### src/etd_pkg.sv
// Shared types, constants and codes for the event timestamp deframer.
package etd_pkg;

    localparam int WORD_W   = 32;
    localparam int PART_W   = 16;
    localparam int CHAN_W   = 15;
    localparam int TIME_W   = 48;
    localparam int WCOUNT_W = 14;
    localparam int STATUS_W = 2;
    localparam int CFG_IDX_W = 1;

    localparam int ETD_MAX_EVENT_WORDS = 8192;
    localparam int QUEUE_DEPTH = 4;

    localparam logic [WORD_W-1:0] TERMINATOR = '1;

    localparam logic [TIME_W-1:0] JUMP_LIMIT_RESET   = 48'd1000000000;
    localparam logic [CHAN_W-1:0] CHANNEL_BASE_RESET = 15'd1000;

    // Configuration register indexes
    typedef enum logic [CFG_IDX_W-1:0] {
        CFG_JUMP_LIMIT   = 1'b0,
        CFG_CHANNEL_BASE = 1'b1
    } t_cfg_idx;

    // Event status codes
    typedef enum logic [STATUS_W-1:0] {
        ST_NORMAL   = 2'd0,
        ST_SPURIOUS = 2'd1,
        ST_ORDER    = 2'd2,
        ST_JUMP     = 2'd3
    } t_status;

    // One closed event as handed from the front to the back
    typedef struct packed {
        logic [PART_W-1:0]   high_part;
        logic [PART_W-1:0]   mid_part;
        logic [PART_W-1:0]   low_part;
        logic [WCOUNT_W-1:0] word_count;
    } t_frame;

    // Queue status seen by both sides
    typedef struct packed {
        logic full;
        logic empty;
    } t_q_stat;

endpackage

### src/etd_front.sv
// Front end: accepts words, tracks the open event and closes it into a frame.
module etd_front
    import etd_pkg::*;
#(
    parameter int MAX_EVENT_WORDS = ETD_MAX_EVENT_WORDS
) (
    input  logic              i_clk,
    input  logic              i_rst_n,
    input  logic              i_valid,
    input  logic [WORD_W-1:0] i_word,
    output logic              o_stall,
    input  logic [CHAN_W-1:0] i_channel_base,
    input  t_q_stat           i_q_stat,
    output logic              o_push,
    output t_frame            o_frame
);

    localparam int NAT_W = $clog2(MAX_EVENT_WORDS + 1);
    localparam int CNT_W = (NAT_W > WCOUNT_W) ? NAT_W : WCOUNT_W;
    localparam logic [CNT_W-1:0] CNT_MAX = CNT_W'(MAX_EVENT_WORDS);

    logic              r_in_event, n_in_event;
    logic [PART_W-1:0] r_low, n_low, r_mid, n_mid, r_high, n_high;
    logic [CNT_W-1:0]  r_cnt, n_cnt;

    logic              accept, is_term;
    logic [CHAN_W:0]   chan, ch_low, ch_mid, ch_high;
    logic [PART_W-1:0] val, base_low, base_mid, base_high;
    logic [PART_W-1:0] cap_low, cap_mid, cap_high;
    logic [CNT_W-1:0]  base_cnt, cap_cnt;

    // Stall only when no room for a closing frame
    assign o_stall = i_q_stat.full;
    assign accept  = i_valid && !o_stall;
    assign is_term = (i_word == TERMINATOR);

    // Channel decode, no wrap past the 15-bit range
    assign chan    = {1'b0, i_word[CHAN_W-1:0]};
    assign val     = i_word[WORD_W-1 -: PART_W];
    assign ch_low  = {1'b0, i_channel_base};
    assign ch_mid  = ch_low + (CHAN_W+1)'(1);
    assign ch_high = ch_low + (CHAN_W+1)'(2);

    // A new event starts from cleared parts
    assign base_low  = r_in_event ? r_low  : '0;
    assign base_mid  = r_in_event ? r_mid  : '0;
    assign base_high = r_in_event ? r_high : '0;
    assign base_cnt  = r_in_event ? r_cnt  : '0;

    always_comb begin
        cap_low  = base_low;
        cap_mid  = base_mid;
        cap_high = base_high;
        if (chan == ch_low) begin
            cap_low = val;
        end else if (chan == ch_mid) begin
            cap_mid = val;
        end else if (chan == ch_high) begin
            cap_high = val;
        end
        cap_cnt = (base_cnt < CNT_MAX) ? base_cnt + CNT_W'(1) : base_cnt;
    end

    // Event tracking
    always_comb begin
        n_in_event = r_in_event;
        n_low      = r_low;
        n_mid      = r_mid;
        n_high     = r_high;
        n_cnt      = r_cnt;
        o_push     = 1'b0;
        if (accept && (r_in_event || !is_term)) begin
            if (is_term) begin
                o_push     = 1'b1;
                n_in_event = 1'b0;
                n_low      = '0;
                n_mid      = '0;
                n_high     = '0;
                n_cnt      = '0;
            end else begin
                n_in_event = 1'b1;
                n_low      = cap_low;
                n_mid      = cap_mid;
                n_high     = cap_high;
                n_cnt      = cap_cnt;
            end
        end
    end

    assign o_frame.low_part   = cap_low;
    assign o_frame.mid_part   = cap_mid;
    assign o_frame.high_part  = cap_high;
    assign o_frame.word_count = cap_cnt[WCOUNT_W-1:0];

    always_ff @(posedge i_clk) begin
        if (!i_rst_n) begin
            r_in_event <= 1'b0;
            r_low      <= '0;
            r_mid      <= '0;
            r_high     <= '0;
            r_cnt      <= '0;
        end else begin
            r_in_event <= n_in_event;
            r_low      <= n_low;
            r_mid      <= n_mid;
            r_high     <= n_high;
            r_cnt      <= n_cnt;
        end
    end

endmodule

### src/etd_queue.sv
// Short frame queue between the front and the back.
module etd_queue
    import etd_pkg::*;
(
    input  logic    i_clk,
    input  logic    i_rst_n,
    input  logic    i_push,
    input  t_frame  i_frame,
    input  logic    i_pop,
    output t_frame  o_head,
    output t_q_stat o_stat
);

    localparam int PTR_W = $clog2(QUEUE_DEPTH);

    t_frame           r_mem [QUEUE_DEPTH];
    logic [PTR_W-1:0] r_wr, r_rd;
    logic [PTR_W:0]   r_count;

    assign o_head       = r_mem[r_rd];
    assign o_stat.empty = (r_count == '0);
    assign o_stat.full  = (r_count == (PTR_W+1)'(QUEUE_DEPTH));

    // Storage
    always_ff @(posedge i_clk) begin
        if (i_push) begin
            r_mem[r_wr] <= i_frame;
        end
    end

    // Pointers and fill count
    always_ff @(posedge i_clk) begin
        if (!i_rst_n) begin
            r_wr    <= '0;
            r_rd    <= '0;
            r_count <= '0;
        end else begin
            if (i_push) begin
                r_wr <= r_wr + PTR_W'(1);
            end
            if (i_pop) begin
                r_rd <= r_rd + PTR_W'(1);
            end
            case ({i_push, i_pop})
                2'b10:   r_count <= r_count + (PTR_W+1)'(1);
                2'b01:   r_count <= r_count - (PTR_W+1)'(1);
                default: r_count <= r_count;
            endcase
        end
    end

endmodule

### src/etd_back.sv
// Back end: classifies each frame against the last good time and holds the result.
module etd_back
    import etd_pkg::*;
(
    input  logic                i_clk,
    input  logic                i_rst_n,
    input  logic [TIME_W-1:0]   i_jump_limit,
    input  t_frame              i_head,
    input  t_q_stat             i_q_stat,
    output logic                o_pop,
    output logic                o_valid,
    input  logic                i_stall,
    output logic [TIME_W-1:0]   o_timestamp,
    output logic [WCOUNT_W-1:0] o_word_count,
    output logic [STATUS_W-1:0] o_status
);

    logic                r_valid;
    logic [TIME_W-1:0]   r_time;
    logic [WCOUNT_W-1:0] r_wcount;
    t_status             r_status;
    logic [TIME_W-1:0]   r_last_good;
    logic                r_seen;

    logic                spurious;
    logic [TIME_W-1:0]   t_full, delta;
    t_status             status;

    assign o_pop = !i_q_stat.empty && (!r_valid || !i_stall);

    // Classification
    assign t_full   = {i_head.high_part, i_head.mid_part, i_head.low_part};
    assign spurious = (i_head.low_part == i_head.mid_part)
                   && (i_head.mid_part == i_head.high_part);
    assign delta    = t_full - r_last_good;

    always_comb begin
        if (spurious) begin
            status = ST_SPURIOUS;
        end else if (t_full < r_last_good) begin
            status = ST_ORDER;
        end else if (r_seen && (delta > i_jump_limit)) begin
            status = ST_JUMP;
        end else begin
            status = ST_NORMAL;
        end
    end

    // Result payload
    always_ff @(posedge i_clk) begin
        if (o_pop) begin
            r_time   <= spurious ? '0 : t_full;
            r_wcount <= i_head.word_count;
            r_status <= status;
        end
    end

    // Output valid and history
    always_ff @(posedge i_clk) begin
        if (!i_rst_n) begin
            r_valid     <= 1'b0;
            r_last_good <= '0;
            r_seen      <= 1'b0;
        end else begin
            if (o_pop) begin
                r_valid <= 1'b1;
                r_seen  <= 1'b1;
                if (status == ST_NORMAL) begin
                    r_last_good <= t_full;
                end
            end else if (!i_stall) begin
                r_valid <= 1'b0;
            end
        end
    end

    assign o_valid      = r_valid;
    assign o_timestamp  = r_time;
    assign o_word_count = r_wcount;
    assign o_status     = r_status;

endmodule

### src/event_timestamp_deframer_unit.sv
// Top level of the event timestamp deframer: config registers and front/queue/back.
//
//  channel | valid       | flow control | payload
//  --------+-------------+--------------+------------------------------------------
//  input   | i_valid     | o_stall      | i_word
//  output  | o_valid     | i_stall      | o_timestamp, o_word_count, o_status
//  config  | i_cfg_valid | o_cfg_ready  | i_cfg_index, i_cfg_data
//
// One word is taken per cycle while o_stall is low; a terminator's frame enters the
// queue at the edge that takes it, and the back registers it from the queue head
// once its result register is free.
// Sustained rate is one item per cycle while neither side stalls, set by the combinational back-end compare.
// Reset is synchronous, active low; it clears event state and the last good time.
// The input stalls only while the four-entry frame queue is full.
module event_timestamp_deframer_unit
    import etd_pkg::*;
#(
    parameter int MAX_EVENT_WORDS = ETD_MAX_EVENT_WORDS
) (
    input  logic                 i_clk,
    input  logic                 i_rst_n,
    input  logic                 i_valid,
    output logic                 o_stall,
    input  logic [WORD_W-1:0]    i_word,
    output logic                 o_valid,
    input  logic                 i_stall,
    output logic [TIME_W-1:0]    o_timestamp,
    output logic [WCOUNT_W-1:0]  o_word_count,
    output logic [STATUS_W-1:0]  o_status,
    input  logic                 i_cfg_valid,
    output logic                 o_cfg_ready,
    input  logic [CFG_IDX_W-1:0] i_cfg_index,
    input  logic [TIME_W-1:0]    i_cfg_data
);

    logic [TIME_W-1:0] r_jump_limit;
    logic [CHAN_W-1:0] r_channel_base;

    logic    push, pop;
    t_frame  frame, head;
    t_q_stat q_stat;

    // Configuration registers
    assign o_cfg_ready = 1'b1;

    always_ff @(posedge i_clk) begin
        if (!i_rst_n) begin
            r_jump_limit   <= JUMP_LIMIT_RESET;
            r_channel_base <= CHANNEL_BASE_RESET;
        end else if (i_cfg_valid && o_cfg_ready) begin
            case (t_cfg_idx'(i_cfg_index))
                CFG_JUMP_LIMIT:   r_jump_limit   <= i_cfg_data;
                CFG_CHANNEL_BASE: r_channel_base <= i_cfg_data[CHAN_W-1:0];
                default:          r_jump_limit   <= r_jump_limit;
            endcase
        end
    end

    etd_front #(
        .MAX_EVENT_WORDS(MAX_EVENT_WORDS)
    ) u_front (
        .i_clk          (i_clk),
        .i_rst_n        (i_rst_n),
        .i_valid        (i_valid),
        .i_word         (i_word),
        .o_stall        (o_stall),
        .i_channel_base (r_channel_base),
        .i_q_stat       (q_stat),
        .o_push         (push),
        .o_frame        (frame)
    );

    etd_queue u_queue (
        .i_clk   (i_clk),
        .i_rst_n (i_rst_n),
        .i_push  (push),
        .i_frame (frame),
        .i_pop   (pop),
        .o_head  (head),
        .o_stat  (q_stat)
    );

    etd_back u_back (
        .i_clk        (i_clk),
        .i_rst_n      (i_rst_n),
        .i_jump_limit (r_jump_limit),
        .i_head       (head),
        .i_q_stat     (q_stat),
        .o_pop        (pop),
        .o_valid      (o_valid),
        .i_stall      (i_stall),
        .o_timestamp  (o_timestamp),
        .o_word_count (o_word_count),
        .o_status     (o_status)
    );

endmodule

### config.mk
export PLATFORM = sky130hd
export DESIGN_NAME = event_timestamp_deframer_unit
export DESIGN_NICKNAME = d
export VERILOG_FILES = /design/src/etd_pkg.sv /design/src/etd_front.sv /design/src/etd_queue.sv /design/src/etd_back.sv /design/src/event_timestamp_deframer_unit.sv
export SDC_FILE = /design/constraint.sdc
export NUM_CORES = 1
export LEC_CHECK = 0
export BUFFER_PORTS_ARGS = -buffer_cell sky130_fd_sc_hd__buf_2
export CAP_MARGIN = 20
export CORE_MARGIN = 1
export CORE_UTILIZATION = 45
export CTS_CLUSTER_SIZE = 14
export DETAILED_ROUTE_END_ITERATION = 7
export PLACE_DENSITY = 0.6
export SYNTH_ARGS = -nofsm -noshare
export SYNTH_HDL_FRONTEND = slang
export SYNTH_HIERARCHICAL = 1
export SYNTH_SLANG_ARGS = --single-unit
### constraint.sdc
create_clock -name i_clk -period 9.4 [get_ports i_clk]
set_input_delay 2.82 -clock i_clk [delete_from_list [all_inputs] [get_ports i_clk]]
set_output_delay 2.82 -clock i_clk [all_outputs]
set_load 0.02 [all_outputs]
**Word level (Yosys, flattened, before mapping)**

Memory sizes are Yosys's and may differ from the RTL's. A register that Yosys moved wholly into a read port is not among the register bits.
Index checks and enable logic that the tools add are counted.
Widths: inputs -> output; s select.

- Register bits after elaboration: 247
- Latch bits: 0
- Memory bits (writable): 248
- Bits in read-only memories: 0
- Input port bits: 86
- Output and inout bits: 67
- Logic and storage cells: 85
- Memories kept: 1

- Add/sub/neg operators: 8
- Multipliers: 0
- Divide/modulo/power cells: 0
- Order comparisons: 3
- Eq/ne operators: 10
- Shift-type cells: 0
- Multiplexer cells: 28
- Bitwise operators: 1
- Reductions and logical operators: 18

Memories:

| name | depth | width | read ports | clocked after memory_dff | write ports | line | text |
|---|---|---|---|---|---|---|---|
| u_queue.r_mem | 4 | 62 | 1 | 1 | 1 | etd_queue.sv:16 | `t_frame r_mem [QUEUE_DEPTH];` |

Operator list:

| cell | count |
|---|---|
| $mux 16 | 12 |
| $gt 48x48->1 | 1 |
| $lt 48x48->1 | 1 |
| $sub 48x48->48 | 1 |
| $mux 14 | 3 |
| $eq 15x16->1 | 2 |
| $eq 16x16->1 | 2 |
| $eq 32x32->1 const B | 1 |
| $add 15x1->16 const B | 1 |
| $add 15x2->16 const B | 1 |
| $eq 15x15->1 | 1 |
| $add 14x1->14 const B | 1 |
| $lt 14x14->1 const B | 1 |
| $mux 2 | 5 |
| $mux 1 | 7 |
| $pmux 3 s2 | 1 |
| $reduce_and 2->1 | 3 |
| $logic_and 1x1->1 | 5 |
| $logic_not 1->1 | 5 |
| $add 2x1->2 const B | 2 |
| $add 3x1->3 const B | 1 |
| $eq 3x3->1 const B | 1 |
| $logic_not 3->1 | 1 |
| $sub 3x1->3 const B | 1 |
| 7 further kinds | 8 |

**Depth between registers and ports, before layout**

- Word-level depth: 8
- Mapped depth: 30
- Gate-level depth less buffers: 26

**By module**

Netlist, hierarchy kept.

By module, submodules not included:

| module | instances | cells an instance | area each (um2) | seq. area each (um2) |
|---|---|---|---|---|
| etd_queue | 1 | 370 | 9466.6 | 7627.3 |
| etd_back | 1 | 951 | 8486.9 | 2922.8 |
| etd_front | 1 | 647 | 4988.5 | 1261.2 |
| event_timestamp_deframer_unit | 1 | 272 | 2484.9 | 1261.2 |

**Least setup slack after synthesis**

No wires, ideal clock.

- Path type: input to register
- Start: in i_stall
- End: reg u_queue.r_count[2]
- Setup time: 76 ps
- Data arrival time: 7769 ps
- Required time: 9324 ps
- Setup slack: 1555 ps
- Stages on the path: 7
- Path buffers: 0
- Path through: a21oi_1 -> ha_1 -> inv_1 -> fa_1 -> xor2_1 -> or3_1 -> a21boi_0

- Cells in the longest elaborated chain, start to end: 5
- Elaborated cells between the ends (all ways): 7
- Classes of those cells: eq/ne (2); mux (1); reduce/logical (4)

Ends and longest elaborated chain:

| item | line | text |
|---|---|---|
| start, declared | event_timestamp_deframer_unit.sv:26 | `input logic i_stall,` |
| $logic_not 1->1 (*) | etd_back.sv:29 | `assign o_pop = !i_q_stat.empty && (!r_valid \|\| !i_stall);` |
| $logic_or 1x1->1 (*) | etd_back.sv:29 |  |
| $logic_and 1x1->1 (*) | etd_back.sv:29 |  |
| $eq 2x1->1 or $eq 2x2->1 (tied branches) | etd_queue.sv:44 | `case ({i_push, i_pop})` |
| $pmux 3 s2 or $reduce_bool 2->1 (tied branches) | n/a |  |
| end signal, assigned | etd_queue.sv:45 | `2'b10: r_count <= r_count + (PTR_W+1)'(1);` |
| end signal, assigned | etd_queue.sv:46 | `2'b01: r_count <= r_count - (PTR_W+1)'(1);` |
| end signal, assigned | etd_queue.sv:47 | `default: r_count <= r_count;` |
| end, declared | etd_queue.sv:18 | `logic [PTR_W:0] r_count;` |

Every way passes the cells marked *; elsewhere a longest branch is shown, timed or not.
A chain may end at the register's enable or synchronous reset.

==> flow_summary.html <==
<table>
<tr><th>Metric</th><th>Value</th></tr>
<tr><th colspan="2">Worst setup path</th></tr>
<tr><td>Kind of critical path</td><td>reg2reg</td></tr>
<tr><td>Family of cells with the greatest summed delay on the critical path</td><td>compound AO/OA/AOI/OAI gates</td></tr>
<tr><td>Worst setup SP type</td><td>register</td></tr>
<tr><td>CP max stage delay</td><td>0.62 ns</td></tr>
<tr><td>Required time at the worst-slack endpoint</td><td>9.91 ns</td></tr>
<tr><td>Kind of end point of the critical path</td><td>register</td></tr>
<tr><td>Largest driver fanout on the critical path</td><td>48</td></tr>
<tr><td>Number of buffer and inverter instances along the worst setup path</td><td>2</td></tr>
<tr><td>CP Data Arrival Time</td><td>8.32 ns</td></tr>
<tr><td>Worst-path cell with the longest stage delay</td><td>sky130_fd_sc_hd__mux4_2</td></tr>
<tr><td>Critical path cell sequence</td><td>buf_4 &gt; mux4_2 &gt; ha_1 &gt; a21o_1 &gt; a221oi_4 &gt; o21ai_1 &gt; a311o_1 &gt; a221oi_4 &gt; o21ai_2 &gt; a31oi_2 &gt; o21ai_2 &gt; a31oi_2 &gt; xnor2_1 &gt; ha_1 &gt; nand4_1 &gt; nor4_1 &gt; nand4_1 &gt; o41ai_1 &gt; a31oi_1 &gt; or3_1 &gt; o21ai_4 &gt; buf_4 &gt; nand3_1 &gt; o21ai_0</td></tr>
<tr><th colspan="2">Clock tree</th></tr>
<tr><td>Max Root-Sink Buffers</td><td>3</td></tr>
<tr><td>Maximum level of the CTS H-tree</td><td>2</td></tr>
<tr><td>Root Buffer</td><td>sky130_fd_sc_hd__clkbuf_16</td></tr>
<tr><td>Count of clock tree sinks</td><td>497</td></tr>
<tr><td>Clock transition time at the flip-flop clock pins of the worst setup and hold paths</td><td>0.06 ns</td></tr>
<tr><td>Number of gates resized after cts</td><td>0</td></tr>
<tr><td>Clock latency of the later-clocked register in the worst-skew pair</td><td>0.62 ns</td></tr>
<tr><td>CTS tree</td><td>done</td></tr>
<tr><td>Count of hold buffers inserted by post-cts repair</td><td>0</td></tr>
<tr><td>Number of buffers inserted during clock tree synthesis</td><td>52</td></tr>
<tr><td>Number of buffers inserted by post-CTS setup repair</td><td>0</td></tr>
<tr><th colspan="2">Timing</th></tr>
<tr><td>Final Hold Viols</td><td>0</td></tr>
<tr><td>Share of the cycle needed by the critical path after routing</td><td>83.1%</td></tr>
<tr><td>Post-route minimum period</td><td>7.81 ns</td></tr>
<tr><td>Final slew viol count</td><td>0</td></tr>
<tr><td>Worst-Margin Slew</td><td>1.12 ns</td></tr>
<tr><td>Setup repair after global routing missed its margin</td><td>false</td></tr>
<tr><td>Max Clk Rate</td><td>128 MHz</td></tr>
<tr><td>Headroom to the max-slew limit</td><td>24.6%</td></tr>
<tr><td>Total Negative Setup Slacks</td><td>0 ns</td></tr>
<tr><td>Worst clock skew</td><td>0.0353 ns</td></tr>
<tr><td>Final setup violating endpoints</td><td>0</td></tr>
<tr><th colspan="2">Synthesis</th></tr>
<tr><td>Dominant synthesized flop cell</td><td>sky130_fd_sc_hd__edfxtp_1</td></tr>
<tr><td>Most repeated cell in the gate-level netlist after synthesis</td><td>sky130_fd_sc_hd__edfxtp_1</td></tr>
<tr><td>Number of nets produced by synthesis</td><td>2432</td></tr>
<tr><td>Sequential-to-total area share from yosys stat</td><td>51.4%</td></tr>
<tr><td>Synth top area cells</td><td>sky130_fd_sc_hd__edfxtp_1 37%, sky130_fd_sc_hd__dfxtp_1 15%, sky130_fd_sc_hd__mux4_2 5.3%</td></tr>
<tr><td>Synth Instances</td><td>2240</td></tr>
<tr><td>Ys Warns</td><td>6</td></tr>
<tr><td>Leading post-synthesis cells by instance count</td><td>312 x sky130_fd_sc_hd__edfxtp_1, 308 x sky130_fd_sc_hd__nand2_1, 185 x sky130_fd_sc_hd__dfxtp_1</td></tr>
<tr><td>Total of flip-flops plus latches after synthesis</td><td>497</td></tr>
<tr><td>Total standard cell area after synthesis</td><td>25400 um2</td></tr>
<tr><td>Number of enable flip-flop cells after synthesis</td><td>312</td></tr>
<tr><td>Share of the synthesized area in the top cell type</td><td>36.8%</td></tr>
<tr><td>Number of unique standard cell types used by synthesis</td><td>85</td></tr>
<tr><td>Syn_area_per_cell</td><td>11.4 um2</td></tr>
<tr><td>Async S/R FF share, synth</td><td>0%</td></tr>
<tr><td>Library cell with the largest summed area after synthesis</td><td>sky130_fd_sc_hd__edfxtp_1</td></tr>
<tr><th colspan="2">Pwr</th></tr>
<tr><td>Design Power</td><td>0.00701 W</td></tr>
<tr><td>Largest voltage drop on the vdd net</td><td>0.184 mV</td></tr>
<tr><td>LEAKAGE</td><td>9.63 nW</td></tr>
<tr><td>Power per unit of standard cell area</td><td>247 nW/um2</td></tr>
<tr><th colspan="2">Global routing</th></tr>
<tr><td>Gr usage total</td><td>23.5%</td></tr>
<tr><td>Via count of the first global-routing pass</td><td>17200</td></tr>
<tr><td>Largest net degree at the start of global routing</td><td>101</td></tr>
<tr><td>Number of antenna violations at the first check in global routing</td><td>2</td></tr>
<tr><td>Leftover overflow at the end of global routing</td><td>0</td></tr>
<tr><td>Wire length of the first global-routing pass</td><td>102000 um</td></tr>
<tr><th colspan="2">Hold path</th></tr>
<tr><td>Origin of the worst min-delay path</td><td>u_back/r_last_good[25]</td></tr>
<tr><td>Min-Delay Path Class</td><td>reg2reg</td></tr>
<tr><th colspan="2">Route</th></tr>
<tr><td>Detailed Route WL</td><td>67200 um</td></tr>
<tr><td>Average detailed-routed wire length per instance</td><td>21.4 um</td></tr>
<tr><td>Wire length the detailed router placed on met1</td><td>30600 um</td></tr>
<tr><td>Initial DRT Pass Iterations</td><td>6</td></tr>
<tr><td>Met2 routed wirelength</td><td>30500 um</td></tr>
<tr><td>Total number of vias</td><td>17800</td></tr>
<tr><td>Detail Route Antenna Nets</td><td>0</td></tr>
<tr><td>Top routing layer in use</td><td>met4</td></tr>
<tr><td>Vias per cell</td><td>5.69</td></tr>
<tr><td>Routed length on met3</td><td>4400 um</td></tr>
<tr><td>Number of violations reported at the end of detailed-routing iteration 0</td><td>1597</td></tr>
<tr><td>Residual DRC</td><td>0</td></tr>
<tr><th colspan="2">Cells and area</th></tr>
<tr><td>Fin area</td><td>28400 um2</td></tr>
<tr><td>Layout cells sized above 1</td><td>16.1%</td></tr>
<tr><td>Nets@finish</td><td>2543</td></tr>
<tr><td>Area growth from synthesis to layout</td><td>11.8%</td></tr>
<tr><th colspan="2">Status</th></tr>
<tr><td>Outcome</td><td>finished clean</td></tr>
<tr><th colspan="2">Place</th></tr>
<tr><td>Number of I/O port buffers</td><td>151</td></tr>
<tr><td>Placer congestion estimate</td><td>0.876</td></tr>
<tr><td>Final HPWL from detailed placement</td><td>47700 um</td></tr>
<tr><td>Instance area at placement</td><td>26700 um2</td></tr>
<tr><th colspan="2">Floorplanning</th></tr>
<tr><td>Std-Cell Core Area</td><td>55400 um2</td></tr>
<tr><td>Area of the die</td><td>57500 um2</td></tr>
<tr><td>Width of the die</td><td>240 um</td></tr>
<tr><td>Effective utilization at floorplan</td><td>45.9%</td></tr>
<tr><td>Chip height</td><td>240 um</td></tr>
<tr><td>Ports</td><td>153</td></tr>
<tr><td>Total number of placement rows</td><td>86</td></tr>
<tr><th colspan="2">Run</th></tr>
<tr><td>Number of maximum-capacitance violations</td><td>0</td></tr>
</table>
worst register-to-register path, cell delays in order (launching register included):
cell                       delay (ns)
sky130_fd_sc_hd__dfxtp_4         0.61
sky130_fd_sc_hd__buf_4           0.38
sky130_fd_sc_hd__mux4_2          0.63
sky130_fd_sc_hd__ha_1            0.38
sky130_fd_sc_hd__a21o_1          0.27
sky130_fd_sc_hd__a221oi_4        0.39
sky130_fd_sc_hd__o21ai_1         0.13
sky130_fd_sc_hd__a311o_1         0.35
sky130_fd_sc_hd__a221oi_4        0.34
sky130_fd_sc_hd__o21ai_2         0.18
sky130_fd_sc_hd__a31oi_2         0.29
sky130_fd_sc_hd__o21ai_2         0.13
sky130_fd_sc_hd__a31oi_2         0.22
sky130_fd_sc_hd__xnor2_1         0.11
sky130_fd_sc_hd__ha_1            0.31
sky130_fd_sc_hd__nand4_1         0.11
sky130_fd_sc_hd__nor4_1          0.43
sky130_fd_sc_hd__nand4_1         0.21
sky130_fd_sc_hd__o41ai_1         0.49
sky130_fd_sc_hd__a31oi_1         0.18
sky130_fd_sc_hd__or3_1           0.45
sky130_fd_sc_hd__o21ai_4         0.33
sky130_fd_sc_hd__buf_4           0.55
sky130_fd_sc_hd__nand3_1         0.13
sky130_fd_sc_hd__o21ai_0         0.12
registers in the layout, summed over array words and instances, names as in the netlist, named ones only:
name	count
r_channel_base	15
r_jump_limit	48
u_back/o_status	2
u_back/o_timestamp	48
u_back/o_valid	1
u_back/o_word_count	14
u_back/r_last_good	48
u_back/r_seen	1
u_front/r_cnt	14
u_front/r_high	16
u_front/r_in_event	1
u_front/r_low	16
u_front/r_mid	16
u_queue/r_count	3
u_queue/r_mem	248
u_queue/r_rd	2
u_queue/r_wr	2
per-layer routing:
layer	global-route usage, %	vias to the layer above
li1	-	8396
met1	33.3	8779
met2	36.5	564
met3	4.26	103
met4	6.90	0
met5	0	-
power breakdown:
| group | leakage, nW | switching (W) | internal (W) |
|---|---|---|---|
| Clock | 0.830 | 0.000852 | 0.00125 |
| Combinational | 4.65 | 0.00141 | 0.000853 |
| Sequential | 4.15 | 0.000109 | 0.00254 |
| Total | 9.63 | 0.00237 | 0.00464 |
final timing paths:
| kind | end | slack (ns) | cells past startpoint |
|---|---|---|---|
| max | u_back/r_last_good[29] | 1.59 | 24 |
| min | u_back/r_last_good[25] | 0.45 | 2 |
| max reg2reg | u_back/r_last_good[29] | 1.59 | 24 |
| min reg2reg | u_back/r_last_good[25] | 0.45 | 2 |
stage by stage:
stage | instances | setup slack, ns | hold slack (ns) | utilization [%]
floorplan | 2240 | 1.56 | 0.428 | -
global placement | 3043 | 1.90 | 0.437 | 48.1
detailed placement | 3045 | 1.59 | 0.443 | 48.2
CTS | 3137 | 1.53 | 0.453 | 51.3
global route | 3138 | 0.925 | 0.472 | 51.3
finish | 3138 | 1.59 | 0.452 | 51.3
placed cells by master, fill, tap and decap left out, types with 8 or more instances in the layout:
cell	instances
sky130_fd_sc_hd__o31ai_1	20
sky130_fd_sc_hd__buf_2	150
sky130_fd_sc_hd__and3_1	21
sky130_fd_sc_hd__a211oi_1	10
sky130_fd_sc_hd__bufinv_16	8
sky130_fd_sc_hd__nand3_1	34
sky130_fd_sc_hd__o211ai_1	52
sky130_fd_sc_hd__and2_1	82
sky130_fd_sc_hd__xnor2_1	48
sky130_fd_sc_hd__edfxtp_1	312
sky130_fd_sc_hd__mux4_2	60
sky130_fd_sc_hd__xor2_1	43
sky130_fd_sc_hd__nand4_1	63
sky130_fd_sc_hd__clkbuf_16	53
sky130_fd_sc_hd__nor2_1	37
sky130_fd_sc_hd__buf_4	24
sky130_fd_sc_hd__o22ai_1	9
sky130_fd_sc_hd__nand2_1	308
sky130_fd_sc_hd__a21oi_1	62
sky130_fd_sc_hd__o21ai_1	44
sky130_fd_sc_hd__inv_1	154
sky130_fd_sc_hd__nand3b_1	19
sky130_fd_sc_hd__o21ai_0	50
sky130_fd_sc_hd__nor3_1	25
sky130_fd_sc_hd__nor2b_1	41
sky130_fd_sc_hd__or3_1	12
sky130_fd_sc_hd__clkbuf_1	13
sky130_fd_sc_hd__a21o_1	31
sky130_fd_sc_hd__clkinv_1	9
sky130_fd_sc_hd__nand3_2	40
sky130_fd_sc_hd__mux2i_1	92
sky130_fd_sc_hd__nor4_1	14
sky130_fd_sc_hd__a22oi_1	31
sky130_fd_sc_hd__o21bai_1	8
sky130_fd_sc_hd__ha_1	104
sky130_fd_sc_hd__dfxtp_1	182
sky130_fd_sc_hd__a31oi_1	9
logic make-up (layout without fill, tap and decap cells):
kind of cell / after synthesis / in the layout / share of synthesized area [%]
muxes: 156 / 156 / 9.23
AOI/OAI and AO/OA: 382 / 382 / 10.3
DFF: 497 / 497 / 51.4
buffers and inverters: 274 / 423 / 5.06
and+or+nand+nor: 730 / 730 / 15.4
adders and majority gates: 106 / 106 / 5.28
xor gates and xnor gates: 94 / 94 / 3.33
other: 1 / 2 / 0.0147
area by class of cell:
type / count / area (um2)
clock inverter: 26 / 364
clock buffer: 66 / 1380
inverter: 154 / 578
sequential: 497 / 13100
fill: 4924 / 27000
multi-input combinational: 1469 / 11100
tap: 748 / 936
timing repair buffer: 177 / 987
antenna: 1 / 2.50
Power figures use the tool's default switching activity.
